File: config.mk
export PLATFORM = sky130hd
export DESIGN_NAME = sync_word_frame_extractor_flat
export DESIGN_NICKNAME = d
export VERILOG_FILES = /design/src/design/swfe_pkg.sv /design/src/design/swfe_if.sv /design/src/design/swfe_front.sv /design/src/design/swfe_queue.sv /design/src/design/swfe_back.sv /design/src/design/sync_word_frame_extractor.sv /design/src/flat_wrapper.sv
export VERILOG_INCLUDE_DIRS = /design/src /design/src/design
export SDC_FILE = /design/constraint.sdc
export NUM_CORES = 1
export LEC_CHECK = 0
export BUFFER_PORTS_ARGS = -buffer_cell sky130_fd_sc_hd__clkbuf_2
export CORE_UTILIZATION = 58
export CTS_BUF_LIST = sky130_fd_sc_hd__clkbuf_4 sky130_fd_sc_hd__clkbuf_8 sky130_fd_sc_hd__clkbuf_16
export CTS_CLUSTER_DIAMETER = 40
export DETAILED_ROUTE_END_ITERATION = 16
export HOLD_SLACK_MARGIN = 0.05
export PLACE_DENSITY = 0.78
export SLEW_MARGIN = 20
export SYNTH_ARGS = -nofsm -noshare
export SYNTH_HDL_FRONTEND = slang
export SYNTH_SLANG_ARGS = --single-unit
File: constraint.sdc
create_clock -name clk -period 11.54 [get_ports clk]
set_input_delay 2.308 -clock clk [delete_from_list [all_inputs] [get_ports clk]]
set_output_delay 2.308 -clock clk [all_outputs]
set_load 0.02 [all_outputs]
File: src/design/sync_word_frame_extractor_assert.svh
// Assertion macros shared by the deframer modules.
// Each macro expects signals named clk and rst_n in the using scope.
`ifndef SYNC_WORD_FRAME_EXTRACTOR_ASSERT_SVH
`define SYNC_WORD_FRAME_EXTRACTOR_ASSERT_SVH

// Property must hold at every clock edge outside reset.
`define SWFE_ASSERT(label, prop, msg) \
    label: assert property (@(posedge clk) disable iff (!rst_n) prop) \
        else $error(msg);

// Condition must never be seen at a clock edge outside reset.
`define SWFE_NEVER(label, cond, msg) \
    label: assert property (@(posedge clk) disable iff (!rst_n) !(cond)) \
        else $error(msg);

`endif

File: src/design/swfe_pkg.sv
// Types, constants and helper functions for the sync-word frame extractor.
// No dependencies; the front, queue, back and top-level files import this package.
package swfe_pkg;

    // Default length of the start-of-frame word in bytes (1 to 4).
    localparam int SYNC_LEN_DEF = 4;

    // Number of commands held between the classifier and the emitter.
    localparam int QUEUE_DEPTH = 2;

    // Configuration register indexes.
    localparam logic CFG_SYNC_WORD = 1'b0;
    localparam logic CFG_FRAME_ID  = 1'b1;

    // Result kinds.
    localparam logic KIND_PAYLOAD = 1'b0;
    localparam logic KIND_MARKER  = 1'b1;

    // Receive phases; the unused code behaves as hunting.
    typedef enum logic [1:0] {
        PH_HUNT  = 2'd0,
        PH_ID    = 2'd1,
        PH_COUNT = 2'd2
    } swfe_phase_t;

    // One unit of work for the emitter: a frame marker, or up to three
    // replayed sync bytes optionally followed by the received byte.
    typedef struct packed {
        logic        is_marker;
        logic [1:0]  rep_cnt;
        logic        emit_byte;
        logic [7:0]  data_byte;
        logic [31:0] counter;
        logic [31:0] offset;
    } swfe_cmd_t;

    // Byte k of the sync word, first expected byte in bits 7 to 0.
    function automatic logic [7:0] sync_byte(input logic [31:0] word, input logic [1:0] k);
        return word[{k, 3'b000} +: 8];
    endfunction

endpackage

File: src/design/swfe_if.sv
// Valid/ready channel interfaces for the byte input and the result output.
// Depends on nothing; used by the top level and the front and back parts.
interface swfe_in_if;
    logic       valid;
    logic       ready;
    logic [7:0] data_byte;

    modport source (output valid, output data_byte, input ready);
    modport sink   (input valid, input data_byte, output ready);
endinterface

interface swfe_out_if;
    logic        valid;
    logic        ready;
    logic        kind;
    logic [7:0]  payload_byte;
    logic [31:0] frame_counter;
    logic [31:0] frame_offset;
    logic        last;

    modport source (output valid, output kind, output payload_byte, output frame_counter,
                    output frame_offset, output last, input ready);
    modport sink   (input valid, input kind, input payload_byte, input frame_counter,
                    input frame_offset, input last, output ready);
endinterface

File: src/design/swfe_front.sv
// Classifier: takes one byte per request, tracks sync, identifier and counter
// phases and pushes one command per result-producing byte. Uses swfe_pkg.
module swfe_front
    import swfe_pkg::*;
#(
    parameter int SYNC_LEN = SYNC_LEN_DEF
)
(
    input  logic          clk,
    input  logic          rst_n,
    swfe_in_if.sink       din,
    input  logic [31:0]   sync_word,
    input  logic [7:0]    frame_id,
    input  logic          q_full,
    output logic          push,
    output swfe_cmd_t     push_cmd
);

    localparam logic [2:0] LEN = 3'(SYNC_LEN);

    swfe_phase_t phase_reg, phase_next;
    logic        collecting_reg, collecting_next;
    logic [1:0]  matched_reg, matched_next;
    logic [1:0]  cidx_reg, cidx_next;
    logic [31:0] counter_reg, counter_next;
    logic [31:0] pcount_reg, pcount_next;

    logic        accept;
    logic [7:0]  sb0;
    logic [2:0]  m;
    logic [1:0]  rep;
    logic        emit;

    // A byte is taken whenever the command queue has room.
    assign din.ready = !q_full;
    assign accept    = din.valid && !q_full;
    assign sb0       = sync_byte(sync_word, 2'd0);

    // Phase handling and command construction.
    always_comb
    begin
        phase_next      = phase_reg;
        collecting_next = collecting_reg;
        matched_next    = matched_reg;
        cidx_next       = cidx_reg;
        counter_next    = counter_reg;
        pcount_next     = pcount_reg;
        push            = 1'b0;
        push_cmd        = '0;
        rep             = 2'd0;
        emit            = 1'b0;
        m               = {1'b0, matched_reg};
        if (m >= LEN)
        begin
            m = 3'd0;
        end
        if (accept)
        begin
            case (phase_reg)
                PH_ID:
                begin
                    phase_next = (din.data_byte == frame_id) ? PH_COUNT : PH_HUNT;
                end
                PH_COUNT:
                begin
                    counter_next[{cidx_reg, 3'b000} +: 8] = din.data_byte;
                    if (cidx_reg == 2'd3)
                    begin
                        push               = 1'b1;
                        push_cmd.is_marker = 1'b1;
                        push_cmd.counter   = counter_next;
                        push_cmd.offset    = pcount_reg;
                        cidx_next          = 2'd0;
                        phase_next         = PH_HUNT;
                        collecting_next    = 1'b1;
                    end
                    else
                    begin
                        cidx_next = cidx_reg + 2'd1;
                    end
                end
                default:
                begin
                    // Hunting: extend, restart or drop the partial match.
                    if (din.data_byte == sync_byte(sync_word, m[1:0]))
                    begin
                        m = m + 3'd1;
                    end
                    else
                    begin
                        if (collecting_reg)
                        begin
                            rep  = m[1:0];
                            emit = (din.data_byte != sb0);
                        end
                        m = (din.data_byte == sb0) ? 3'd1 : 3'd0;
                    end
                    if (m >= LEN)
                    begin
                        matched_next    = 2'd0;
                        phase_next      = PH_ID;
                        collecting_next = 1'b0;
                    end
                    else
                    begin
                        matched_next = m[1:0];
                        phase_next   = PH_HUNT;
                    end
                    push               = (rep != 2'd0) || emit;
                    push_cmd.rep_cnt   = rep;
                    push_cmd.emit_byte = emit;
                    push_cmd.data_byte = din.data_byte;
                    pcount_next        = pcount_reg + 32'(rep) + 32'(emit);
                end
            endcase
        end
    end

    // State registers.
    always_ff @(posedge clk or negedge rst_n)
    begin
        if (!rst_n)
        begin
            phase_reg      <= PH_HUNT;
            collecting_reg <= 1'b0;
            matched_reg    <= 2'd0;
            cidx_reg       <= 2'd0;
            counter_reg    <= '0;
            pcount_reg     <= '0;
        end
        else
        begin
            phase_reg      <= phase_next;
            collecting_reg <= collecting_next;
            matched_reg    <= matched_next;
            cidx_reg       <= cidx_next;
            counter_reg    <= counter_next;
            pcount_reg     <= pcount_next;
        end
    end

endmodule

File: src/design/swfe_queue.sv
// Short command queue between the classifier and the emitter.
// Uses swfe_pkg and the assertion macros.
`include "sync_word_frame_extractor_assert.svh"
module swfe_queue
    import swfe_pkg::*;
(
    input  logic      clk,
    input  logic      rst_n,
    input  logic      push,
    input  swfe_cmd_t push_cmd,
    output logic      full,
    input  logic      pop,
    output logic      q_valid,
    output swfe_cmd_t head
);

    localparam int PTR_W = (QUEUE_DEPTH > 1) ? $clog2(QUEUE_DEPTH) : 1;
    localparam int CNT_W = $clog2(QUEUE_DEPTH + 1);
    localparam logic [PTR_W-1:0] PTR_LAST = PTR_W'(QUEUE_DEPTH - 1);
    localparam logic [CNT_W-1:0] CNT_FULL = CNT_W'(QUEUE_DEPTH);

    swfe_cmd_t        entry_reg [QUEUE_DEPTH];
    logic [PTR_W-1:0] wr_ptr_reg, wr_ptr_next;
    logic [PTR_W-1:0] rd_ptr_reg, rd_ptr_next;
    logic [CNT_W-1:0] count_reg, count_next;

    assign full    = (count_reg == CNT_FULL);
    assign q_valid = (count_reg != '0);
    assign head    = entry_reg[rd_ptr_reg];

    // Pointer and fill count update.
    always_comb
    begin
        wr_ptr_next = wr_ptr_reg;
        rd_ptr_next = rd_ptr_reg;
        count_next  = count_reg;
        if (push)
        begin
            wr_ptr_next = (wr_ptr_reg == PTR_LAST) ? '0 : wr_ptr_reg + 1'b1;
        end
        if (pop)
        begin
            rd_ptr_next = (rd_ptr_reg == PTR_LAST) ? '0 : rd_ptr_reg + 1'b1;
        end
        if (push && !pop)
        begin
            count_next = count_reg + 1'b1;
        end
        else if (pop && !push)
        begin
            count_next = count_reg - 1'b1;
        end
    end

    always_ff @(posedge clk or negedge rst_n)
    begin
        if (!rst_n)
        begin
            wr_ptr_reg <= '0;
            rd_ptr_reg <= '0;
            count_reg  <= '0;
        end
        else
        begin
            wr_ptr_reg <= wr_ptr_next;
            rd_ptr_reg <= rd_ptr_next;
            count_reg  <= count_next;
        end
    end

    // Entry storage needs no reset.
    always_ff @(posedge clk)
    begin
        if (push)
        begin
            entry_reg[wr_ptr_reg] <= push_cmd;
        end
    end

    `SWFE_NEVER(a_no_push_full, push && full, "command pushed into a full queue")
    `SWFE_NEVER(a_no_pop_empty, pop && !q_valid, "command popped from an empty queue")
    `SWFE_NEVER(a_count_range, count_reg > CNT_FULL, "queue fill count out of range")

endmodule

File: src/design/swfe_back.sv
// Emitter: expands each queued command into one result per cycle and holds
// it in an output register until taken. Uses swfe_pkg and assertion macros.
`include "sync_word_frame_extractor_assert.svh"
module swfe_back
    import swfe_pkg::*;
(
    input  logic          clk,
    input  logic          rst_n,
    input  logic [31:0]   sync_word,
    input  logic          q_valid,
    input  swfe_cmd_t     head,
    output logic          pop,
    swfe_out_if.source    dout
);

    logic        out_valid_reg, out_valid_next;
    logic [1:0]  pos_reg, pos_next;
    logic        kind_reg;
    logic [7:0]  byte_reg;
    logic [31:0] counter_reg;
    logic [31:0] offset_reg;
    logic        last_reg;

    logic [2:0]  total;
    logic        is_last;
    logic        load;
    logic [7:0]  res_byte;

    // Results in this command, and whether the current one ends it.
    assign total   = head.is_marker ? 3'd1 : ({1'b0, head.rep_cnt} + 3'(head.emit_byte));
    assign is_last = (({1'b0, pos_reg} + 3'd1) == total);
    assign load    = q_valid && (!out_valid_reg || dout.ready);
    assign pop     = load && is_last;

    // Replayed sync bytes come first, then the received byte.
    assign res_byte = (pos_reg < head.rep_cnt) ? sync_byte(sync_word, pos_reg)
                                               : head.data_byte;

    always_comb
    begin
        pos_next       = pos_reg;
        out_valid_next = out_valid_reg;
        if (load)
        begin
            pos_next       = is_last ? 2'd0 : pos_reg + 2'd1;
            out_valid_next = 1'b1;
        end
        else if (dout.ready)
        begin
            out_valid_next = 1'b0;
        end
    end

    always_ff @(posedge clk or negedge rst_n)
    begin
        if (!rst_n)
        begin
            out_valid_reg <= 1'b0;
            pos_reg       <= 2'd0;
        end
        else
        begin
            out_valid_reg <= out_valid_next;
            pos_reg       <= pos_next;
        end
    end

    // Output payload register.
    always_ff @(posedge clk)
    begin
        if (load)
        begin
            last_reg <= is_last;
            if (head.is_marker)
            begin
                kind_reg    <= KIND_MARKER;
                byte_reg    <= 8'd0;
                counter_reg <= head.counter;
                offset_reg  <= head.offset;
            end
            else
            begin
                kind_reg    <= KIND_PAYLOAD;
                byte_reg    <= res_byte;
                counter_reg <= 32'd0;
                offset_reg  <= 32'd0;
            end
        end
    end

    assign dout.valid         = out_valid_reg;
    assign dout.kind          = kind_reg;
    assign dout.payload_byte  = byte_reg;
    assign dout.frame_counter = counter_reg;
    assign dout.frame_offset  = offset_reg;
    assign dout.last          = last_reg;

    `SWFE_ASSERT(a_pos_in_cmd, q_valid |-> ({1'b0, pos_reg} < total), "position beyond command")
    `SWFE_ASSERT(a_mid_cmd_held, (pos_reg != 2'd0) |-> q_valid, "command left mid-expansion")
    `SWFE_ASSERT(a_marker_last, (dout.valid && dout.kind) |-> dout.last, "marker not last")

endmodule

File: src/design/sync_word_frame_extractor.sv
// Sync-word frame extractor: one received byte is accepted per cycle while the
// two-entry command queue has room. A classifier handles each byte as it is
// accepted; an emitter then delivers one result per cycle from a registered output
// while the receiver takes them. A byte may yield a marker, a payload byte, or a
// replayed sync prefix of up to three bytes plus the byte.
// Input requests stall only while the queue is full, which happens when such
// replays or a stalled receiver back it up. The first result of a byte passes
// through the command queue and the output register before it is offered. The
// user must write the registers through cfg_we, cfg_index and cfg_data only while
// the block is idle; the block itself does not enforce this.
module sync_word_frame_extractor
    import swfe_pkg::*;
#(
    parameter int SYNC_LEN = SYNC_LEN_DEF
)
(
    input  logic        clk,
    input  logic        rst_n,
    input  logic        cfg_we,
    input  logic        cfg_index,
    input  logic [31:0] cfg_data,
    swfe_in_if.sink     din,
    swfe_out_if.source  dout
);

    logic [31:0] sync_word_reg;
    logic [7:0]  frame_id_reg;

    logic        q_full;
    logic        q_valid;
    logic        push;
    logic        pop;
    swfe_cmd_t   push_cmd;
    swfe_cmd_t   head;

    // Configuration registers.
    always_ff @(posedge clk or negedge rst_n)
    begin
        if (!rst_n)
        begin
            sync_word_reg <= '0;
            frame_id_reg  <= '0;
        end
        else if (cfg_we)
        begin
            case (cfg_index)
                CFG_SYNC_WORD: sync_word_reg <= cfg_data;
                CFG_FRAME_ID:  frame_id_reg  <= cfg_data[7:0];
                default:       sync_word_reg <= sync_word_reg;
            endcase
        end
    end

    swfe_front #(
        .SYNC_LEN (SYNC_LEN)
    ) u_front (
        .clk       (clk),
        .rst_n     (rst_n),
        .din       (din),
        .sync_word (sync_word_reg),
        .frame_id  (frame_id_reg),
        .q_full    (q_full),
        .push      (push),
        .push_cmd  (push_cmd)
    );

    swfe_queue u_queue (
        .clk      (clk),
        .rst_n    (rst_n),
        .push     (push),
        .push_cmd (push_cmd),
        .full     (q_full),
        .pop      (pop),
        .q_valid  (q_valid),
        .head     (head)
    );

    swfe_back u_back (
        .clk       (clk),
        .rst_n     (rst_n),
        .sync_word (sync_word_reg),
        .q_valid   (q_valid),
        .head      (head),
        .pop       (pop),
        .dout      (dout)
    );

endmodule

File: src/flat_wrapper.sv
// flat-port wrapper written by rule: the top's interface ports become plain ports
module sync_word_frame_extractor_flat import swfe_pkg::*;
#(
    parameter int SYNC_LEN = SYNC_LEN_DEF
)
  (clk, rst_n, cfg_we, cfg_index, cfg_data, din_valid, din_data_byte, din_ready, dout_valid, dout_kind, dout_payload_byte, dout_frame_counter, dout_frame_offset, dout_last, dout_ready);
  swfe_in_if din_i ();
  swfe_out_if dout_i ();
  input  logic clk;
  input  logic rst_n;
  input  logic cfg_we;
  input  logic cfg_index;
  input  logic [31:0] cfg_data;
  input wire logic [$bits(din_i.valid)-1:0] din_valid;
  input wire logic [$bits(din_i.data_byte)-1:0] din_data_byte;
  output wire logic [$bits(din_i.ready)-1:0] din_ready;
  output wire logic [$bits(dout_i.valid)-1:0] dout_valid;
  output wire logic [$bits(dout_i.kind)-1:0] dout_kind;
  output wire logic [$bits(dout_i.payload_byte)-1:0] dout_payload_byte;
  output wire logic [$bits(dout_i.frame_counter)-1:0] dout_frame_counter;
  output wire logic [$bits(dout_i.frame_offset)-1:0] dout_frame_offset;
  output wire logic [$bits(dout_i.last)-1:0] dout_last;
  input wire logic [$bits(dout_i.ready)-1:0] dout_ready;
  assign din_i.valid = din_valid;
  assign din_i.data_byte = din_data_byte;
  assign din_ready = din_i.ready;
  assign dout_valid = dout_i.valid;
  assign dout_kind = dout_i.kind;
  assign dout_payload_byte = dout_i.payload_byte;
  assign dout_frame_counter = dout_i.frame_counter;
  assign dout_frame_offset = dout_i.frame_offset;
  assign dout_last = dout_i.last;
  assign dout_i.ready = dout_ready;
  sync_word_frame_extractor #(.SYNC_LEN(SYNC_LEN)) u_core (.clk(clk), .rst_n(rst_n), .cfg_we(cfg_we), .cfg_index(cfg_index), .cfg_data(cfg_data), .din(din_i), .dout(dout_i));
endmodule
==> results by group, run 1 <==
Outcome
  – Status: complete, no violations

STA
  – Fin. Hold Viols: 0
  – Final setup fails: 0
  – Clock Skew: about 20 ps
  – Slew @ Worst Pin: about 1000 ps
  – Fmax: roughly 0.18 GHz
  – Setup tns final: 0 ps
  – Tmin final: around 5700 ps
  – Slew margin rel.: 33.6%
  – Hold WS: 475 ps
  – Final Slew Violations: 0
  – Crit path setup slack, layout: 5860 ps
  – Final Cycle Share: slightly below 50%
  – RSZ-0062 raised after global routing: no

Placed design
  – I/O Buffers: around 120
  – DP Worst Slack: 5330 ps
  – Gpl congestion: roughly 0.84
  – DP Wirelength: between 15000 and 20000 um
  – Placed Cells: between 1000 and 1500
  – DP Area: about 16000 sq um

Detailed routing
  – Via Count: 8665
  – DR pass1 iterations: 5
  – Vias/cell: 5.65
  – ANT nets after route: 0
  – DRC viols: 0
  – Post-Route WL: approximately 28000 um
  – DR iter-0 viols: roughly 570
  – DR WL/cell: 18.4 um

Logic synthesis
  – Synthesized area: 14700 sq um
  – Synth area leaders: edfxtp_1 (46%), dfrtp_1 (20%), mux2i_1 (5.0%), mux2_2 (3.2%), nor2_1 (2.8%)
  – Flops & latches, synth: 344
  – Synth Flop Type: edfxtp_1
  – Yosys top cell area share: 46.2%
  – Cell accounting for the most synthesized area: edfxtp_1
  – Synthesized net count: 1121
  – Commonest cells in the netlist: edfxtp_1 (226), dfrtp_1 (118), nor2_1 (109), mux2i_1 (74), nand2_1 (66)
  – Post-Syn Instances: between 1000 and 1500
  – Cell variety after synth: 53
  – Syn_area_per_cell: 13.9 sq um
  – Post-synth EDFFs: approximately 230
  – Seq/Total Area, Yosys: between 60% and 70%
  – Yosys warnings: 0
  – Asr flop ratio synth: 34.3%
  – Top-count cell post-synth: edfxtp_1

Power and ir drop
  – Total power: 2.71 mW
  – Leakage: ~6.3 nW
  – PD cells: 160 nW/um^2
  – Max IR drop VDD: 0.132 mV

Flow run
  – Max-Cap Viols: 0

Floorplanning
  – Site Rows: between 50 and 60
  – DIE WIDTH: between 150 and 200 um
  – DIE AREA: between 20000 and 30000 sq um
  – Initial core utilization: between 50% and 60%
  – Die Span Y: roughly 160 um
  – Top Ports: approximately 120
  – Core area: 24500 sq um

Global routing
  – Gr ovfl total: 0
  – Initial antenna violation count: 0
  – Largest net degree at the start of global routing: 77
  – GR Util All Layers: 22.8%
  – Global-route wire length before repair: around 46000 um
  – Vias in the first global route: about 8800

Clock tree
  – Setup repair bufs after CTS: 0
  – Root Buffer: clkbuf_16
  – CTS tree: built
  – Resized cells post-CTS: 0
  – Worst-path clk slew: approximately 60 ps
  – H-tree depth: 2
  – Clock latency on the worst-skew pair: ~530 ps
  – CTS buffer count: between 40 and 50
  – Clock Path Buffers: 3
  – Post-cts hold buffer count: 0
  – Clock Sinks: about 340

Worst setup path
  – WP data required: approximately 12000 ps
  – CP startpoint kind: input pin
  – CP Max Fanout: roughly 70
  – Worst path arrival time: ~5800 ps
  – WS Path Type: input pin to flop
  – Crit path capture type: flop

Layout
  – Cell Count, Final, Fillers Out: ~1500
  – Ratio of cells with drive above 1 in the final layout: between 20% and 30%
  – Largest register FFs: ~150
  – FILL cells: 1682
  – # diodes: 0
  – Post-route core utilization: ~70%
  – Fin nets: 1240
  – Area Overhead vs Synth: 15.7%
  – Finished Cell Area: 17000 sq um

Worst hold path
  – Hold WC Path Type: flop to flop
==> cell families (layout without fill, tap and decap cells) <==
group / Yosys count / in the layout / share of synthesized area [%]
flip-flops: 344 / 344 / 66.4
AO/OA/AOI/OAI: 95 / 95 / 4.02
adder cells (fa/ha/maj): 17 / 17 / 1.55
buffers and inverters: 67 / 219 / 1.79
AND/OR/NAND/NOR: 343 / 343 / 11.7
XOR/XNOR: 60 / 60 / 3.79
multiplexers: 132 / 132 / 10.8
==> routing by layer <==
| metal | track usage [%] | vias up | wire length, um |
|---|---|---|---|
| met3 | 4.37 | 63 | 1470 |
| met5 | 0 | - | 0 |
| met1 | 30.3 | 4265 | 12300 |
| met4 | 7.46 | 0 | 745 |
| li1 | - | 4078 | - |
| met2 | 38.0 | 259 | 13800 |
==> critical path, cell delays in order <==
cell	delay (ps)
clkbuf_2	140
and3_1	400
nand2_2	470
inv_2	540
o22ai_1	190
or2_2	400
a211oi_4	500
buf_4	790
==> final cells by class <==
class                      count  area (sq um)  area share (%)
clock buffer                  51          1150            6.80
clock inverter                25           226            1.33
inverter                      13          50.0           0.295
multi-input combinational    647          4720            27.8
sequential                   344          9740            57.4
tap                          324           405            2.39
timing repair buffer         130           679            4.00
==> layout by cell type (no fill, tap or decap), types with 18 or more instances in the layout <==
cell type	count
and2_1	43
nand2_1	66
mux2_2	42
nor2_1	109
clkbuf_16	43
nand2b_1	22
o21ai_0	25
xnor2_1	39
edfxtp_1	226
nand3_1	32
dfrtp_1	117
mux2i_1	73
nor2b_1	18
clkbuf_2	120
a21oi_1	34
==> final timing paths <==
check	from	endpoint	slack [ps]	cells past startpoint
max	din_valid	u_core.u_queue.entry_reg[1][69]	5860	8
min	u_core.u_front.pcount_reg[31]	u_core.u_front.pcount_reg[31]	480	1
max reg2reg	u_core.u_queue.count_reg[0]	u_core.u_queue.entry_reg[1][69]	7080	8
min reg2reg	u_core.u_front.pcount_reg[31]	u_core.u_front.pcount_reg[31]	480	1
max in group asynchronous	rst_n	u_core.u_queue.rd_ptr_reg	8280	2
min in group asynchronous	rst_n	u_core.frame_id_reg[3]	1810	1
==> power by group <==
part | internal [mW] | switching [mW] | total, mW
Combinational | 0.0495 | 0.0439 | 0.0934
Clock | 0.769 | 0.508 | 1.28
Sequential | 1.32 | 0.0191 | 1.34
Total | 2.14 | 0.571 | 2.71
(Power assumes the default switching activity.)
==> inputs of run 2 (changes only) <==
CORE_UTILIZATION = 54   (was 58)
PLACE_DENSITY = 0.76   (was 0.78)
clock period = 5 ns   (was 11.54 ns; I/O delays follow)
==> results by group, run 2 (synthesized netlist as in run 1, its figures left out) <==
Outcome
  – Status: complete, no violations

Detailed routing
  – Vias/cell: around 5.5
  – ANT nets after route: 0
  – DR pass1 iterations: 5
  – Via Count: between 8000 and 9000
  – DR iter-0 viols: around 620
  – Post-Route WL: ~27000 um
  – DR WL/cell: around 18 um
  – DRC viols: 0

STA
  – Clock Skew: around 12 ps
  – Slew margin rel.: 36.7%
  – Final Cycle Share: 83.7%
  – Crit path setup slack, layout: 816 ps
  – Fmax: around 0.24 GHz
  – Final setup fails: 0
  – Setup tns final: 0 ps
  – Tmin final: around 4200 ps
  – RSZ-0062 raised after global routing: no
  – Final Slew Violations: 0
  – Fin. Hold Viols: 0
  – Slew @ Worst Pin: approximately 940 ps

Layout
  – FILL cells: slightly below 2000
  – Largest register FFs: roughly 150
  – Multi-input logic area: 4710 sq um
  – Most common cell after layout, fill and taps aside: edfxtp_1
  – Most frequent cells in the layout: edfxtp_1 (226), clkbuf_2 (120), dfrtp_1 (117), nor2_1 (109), mux2i_1 (73)
  – Area Overhead vs Synth: 16.6%
  – Fin nets: about 1200
  – Finished Cell Area: between 15000 and 20000 sq um
  – # diodes: 0
  – Post-route core utilization: 64.9%
  – Reg area: between 9000 and 10000 sq um
  – Ratio of cells with drive above 1 in the final layout: 23.3%

Clock tree
  – Worst-path clk slew: roughly 60 ps
  – H-tree depth: 2
  – Clock latency on the worst-skew pair: 530 ps
  – Clock Path Buffers: 3
  – Post-cts hold buffer count: 0
  – Resized cells post-CTS: 0
  – Clock Sinks: approximately 340
  – Root Buffer: clkbuf_16
  – CTS tree: built
  – CTS buffer count: 42
  – Setup repair bufs after CTS: 0

Global routing
  – Vias in the first global route: 8489
  – Initial antenna violation count: 0
  – Global-route wire length before repair: 44700 um
  – Gr ovfl total: 0
  – GR Layer Usage met1: about 28%
  – Largest net degree at the start of global routing: 66
  – Met2 Usage GRT: roughly 33%
  – GR Util All Layers: 20.3%
  – GR peak layer: met2
  – Met3 Use GR: under 10%

Placed design
  – I/O Buffers: 121
  – DP Wirelength: roughly 18000 um
  – Gpl congestion: 0.883
  – DP Worst Slack: a little under 900 ps
  – DP Area: 15700 sq um

Worst setup path
  – WP data required: ~5400 ps
  – CP Max Fanout: 14
  – CP startpoint: u_core.u_front.matched_reg[0]
  – Reg-to-Reg Start: u_core.u_front.matched_reg[0]
  – CP startpoint kind: flop
  – Worst path arrival time: ~4600 ps
  – Setup slack, reg-to-reg: between 800 and 900 ps
  – Crit path capture type: flop
  – WS Path Type: flop to flop

Power and ir drop
  – Total power: about 6.4 mW
  – Max IR drop VDD: 0.315 mV
  – Leakage: roughly 6.4 nW
  – PD cells: about 370 nW/um^2

Floorplanning
  – DIE WIDTH: ~170 um
  – Top Ports: roughly 120
  – DIE AREA: between 20000 and 30000 sq um
  – Die Span Y: 167 um
  – Site Rows: ~60
  – Initial core utilization: 55.7%
  – Core area: ~26000 sq um

Worst hold path
  – Hold WC Path Type: input pin to async pin

Flow run
  – Max-Cap Viols: 0
## run 2: area by class of cell
| class | count | area share [%] |
|---|---|---|
| inverters | 13 | 0.293 |
| repair buffers | 135 | 4.31 |
| multi-input cells | 647 | 27.6 |
| well taps | 335 | 2.45 |
| clock buffers | 56 | 7.01 |
| clock inverters | 21 | 1.44 |
| flip-flops and latches | 344 | 56.9 |
## run 2: per-stage QoR
step           std cells  hold slack, ps
2_1_floorplan       1058             434
5_1_grt             1551             460
3_5_place_dp        1474             448
4_1_cts             1551             426
6_report            1551             427
3_3_place_gp        1474             454
## run 2: path summary, 6_finish.rpt
kind,cells past startpoint,endpoint
min in group clk,1,u_core.u_front.pcount_reg[31]
max in group asynchronous,2,u_core.u_queue.rd_ptr_reg
max reg2reg,12,u_core.u_front.pcount_reg[18]
max,12,u_core.u_front.pcount_reg[18]
min reg2reg,1,u_core.u_front.pcount_reg[31]
min,1,u_core.u_back.pos_reg[1]
## run 2: layer usage
| layer | up-vias | part of all wire (%) |
|---|---|---|
| li1 | 4088 | - |
| met1 | 4208 | 45 |
| met2 | 245 | 48 |
| met3 | 55 | 4.6 |
| met4 | 0 | 2.7 |
| met5 | - | 0 |
## run 2: where the power goes
part / internal (mW) / switching (mW) / leakage, nW
Combinational: 0.115 / 0.0967 / 1.89
Clock: 1.91 / 1.14 / 0.700
Sequential: 3.06 / 0.0441 / 3.80
## run 2: critical path: stages, from the launching register on
cell      delay (ps)
dfrtp_1          720
mux4_2           630
xnor2_2          160
nand4_1          190
nor2_1           180
nor3b_1          310
fa_1             240
inv_1             50
fa_1             390
nand2b_1         210
nor3_1           570
nand3_1          210
xnor2_1          220
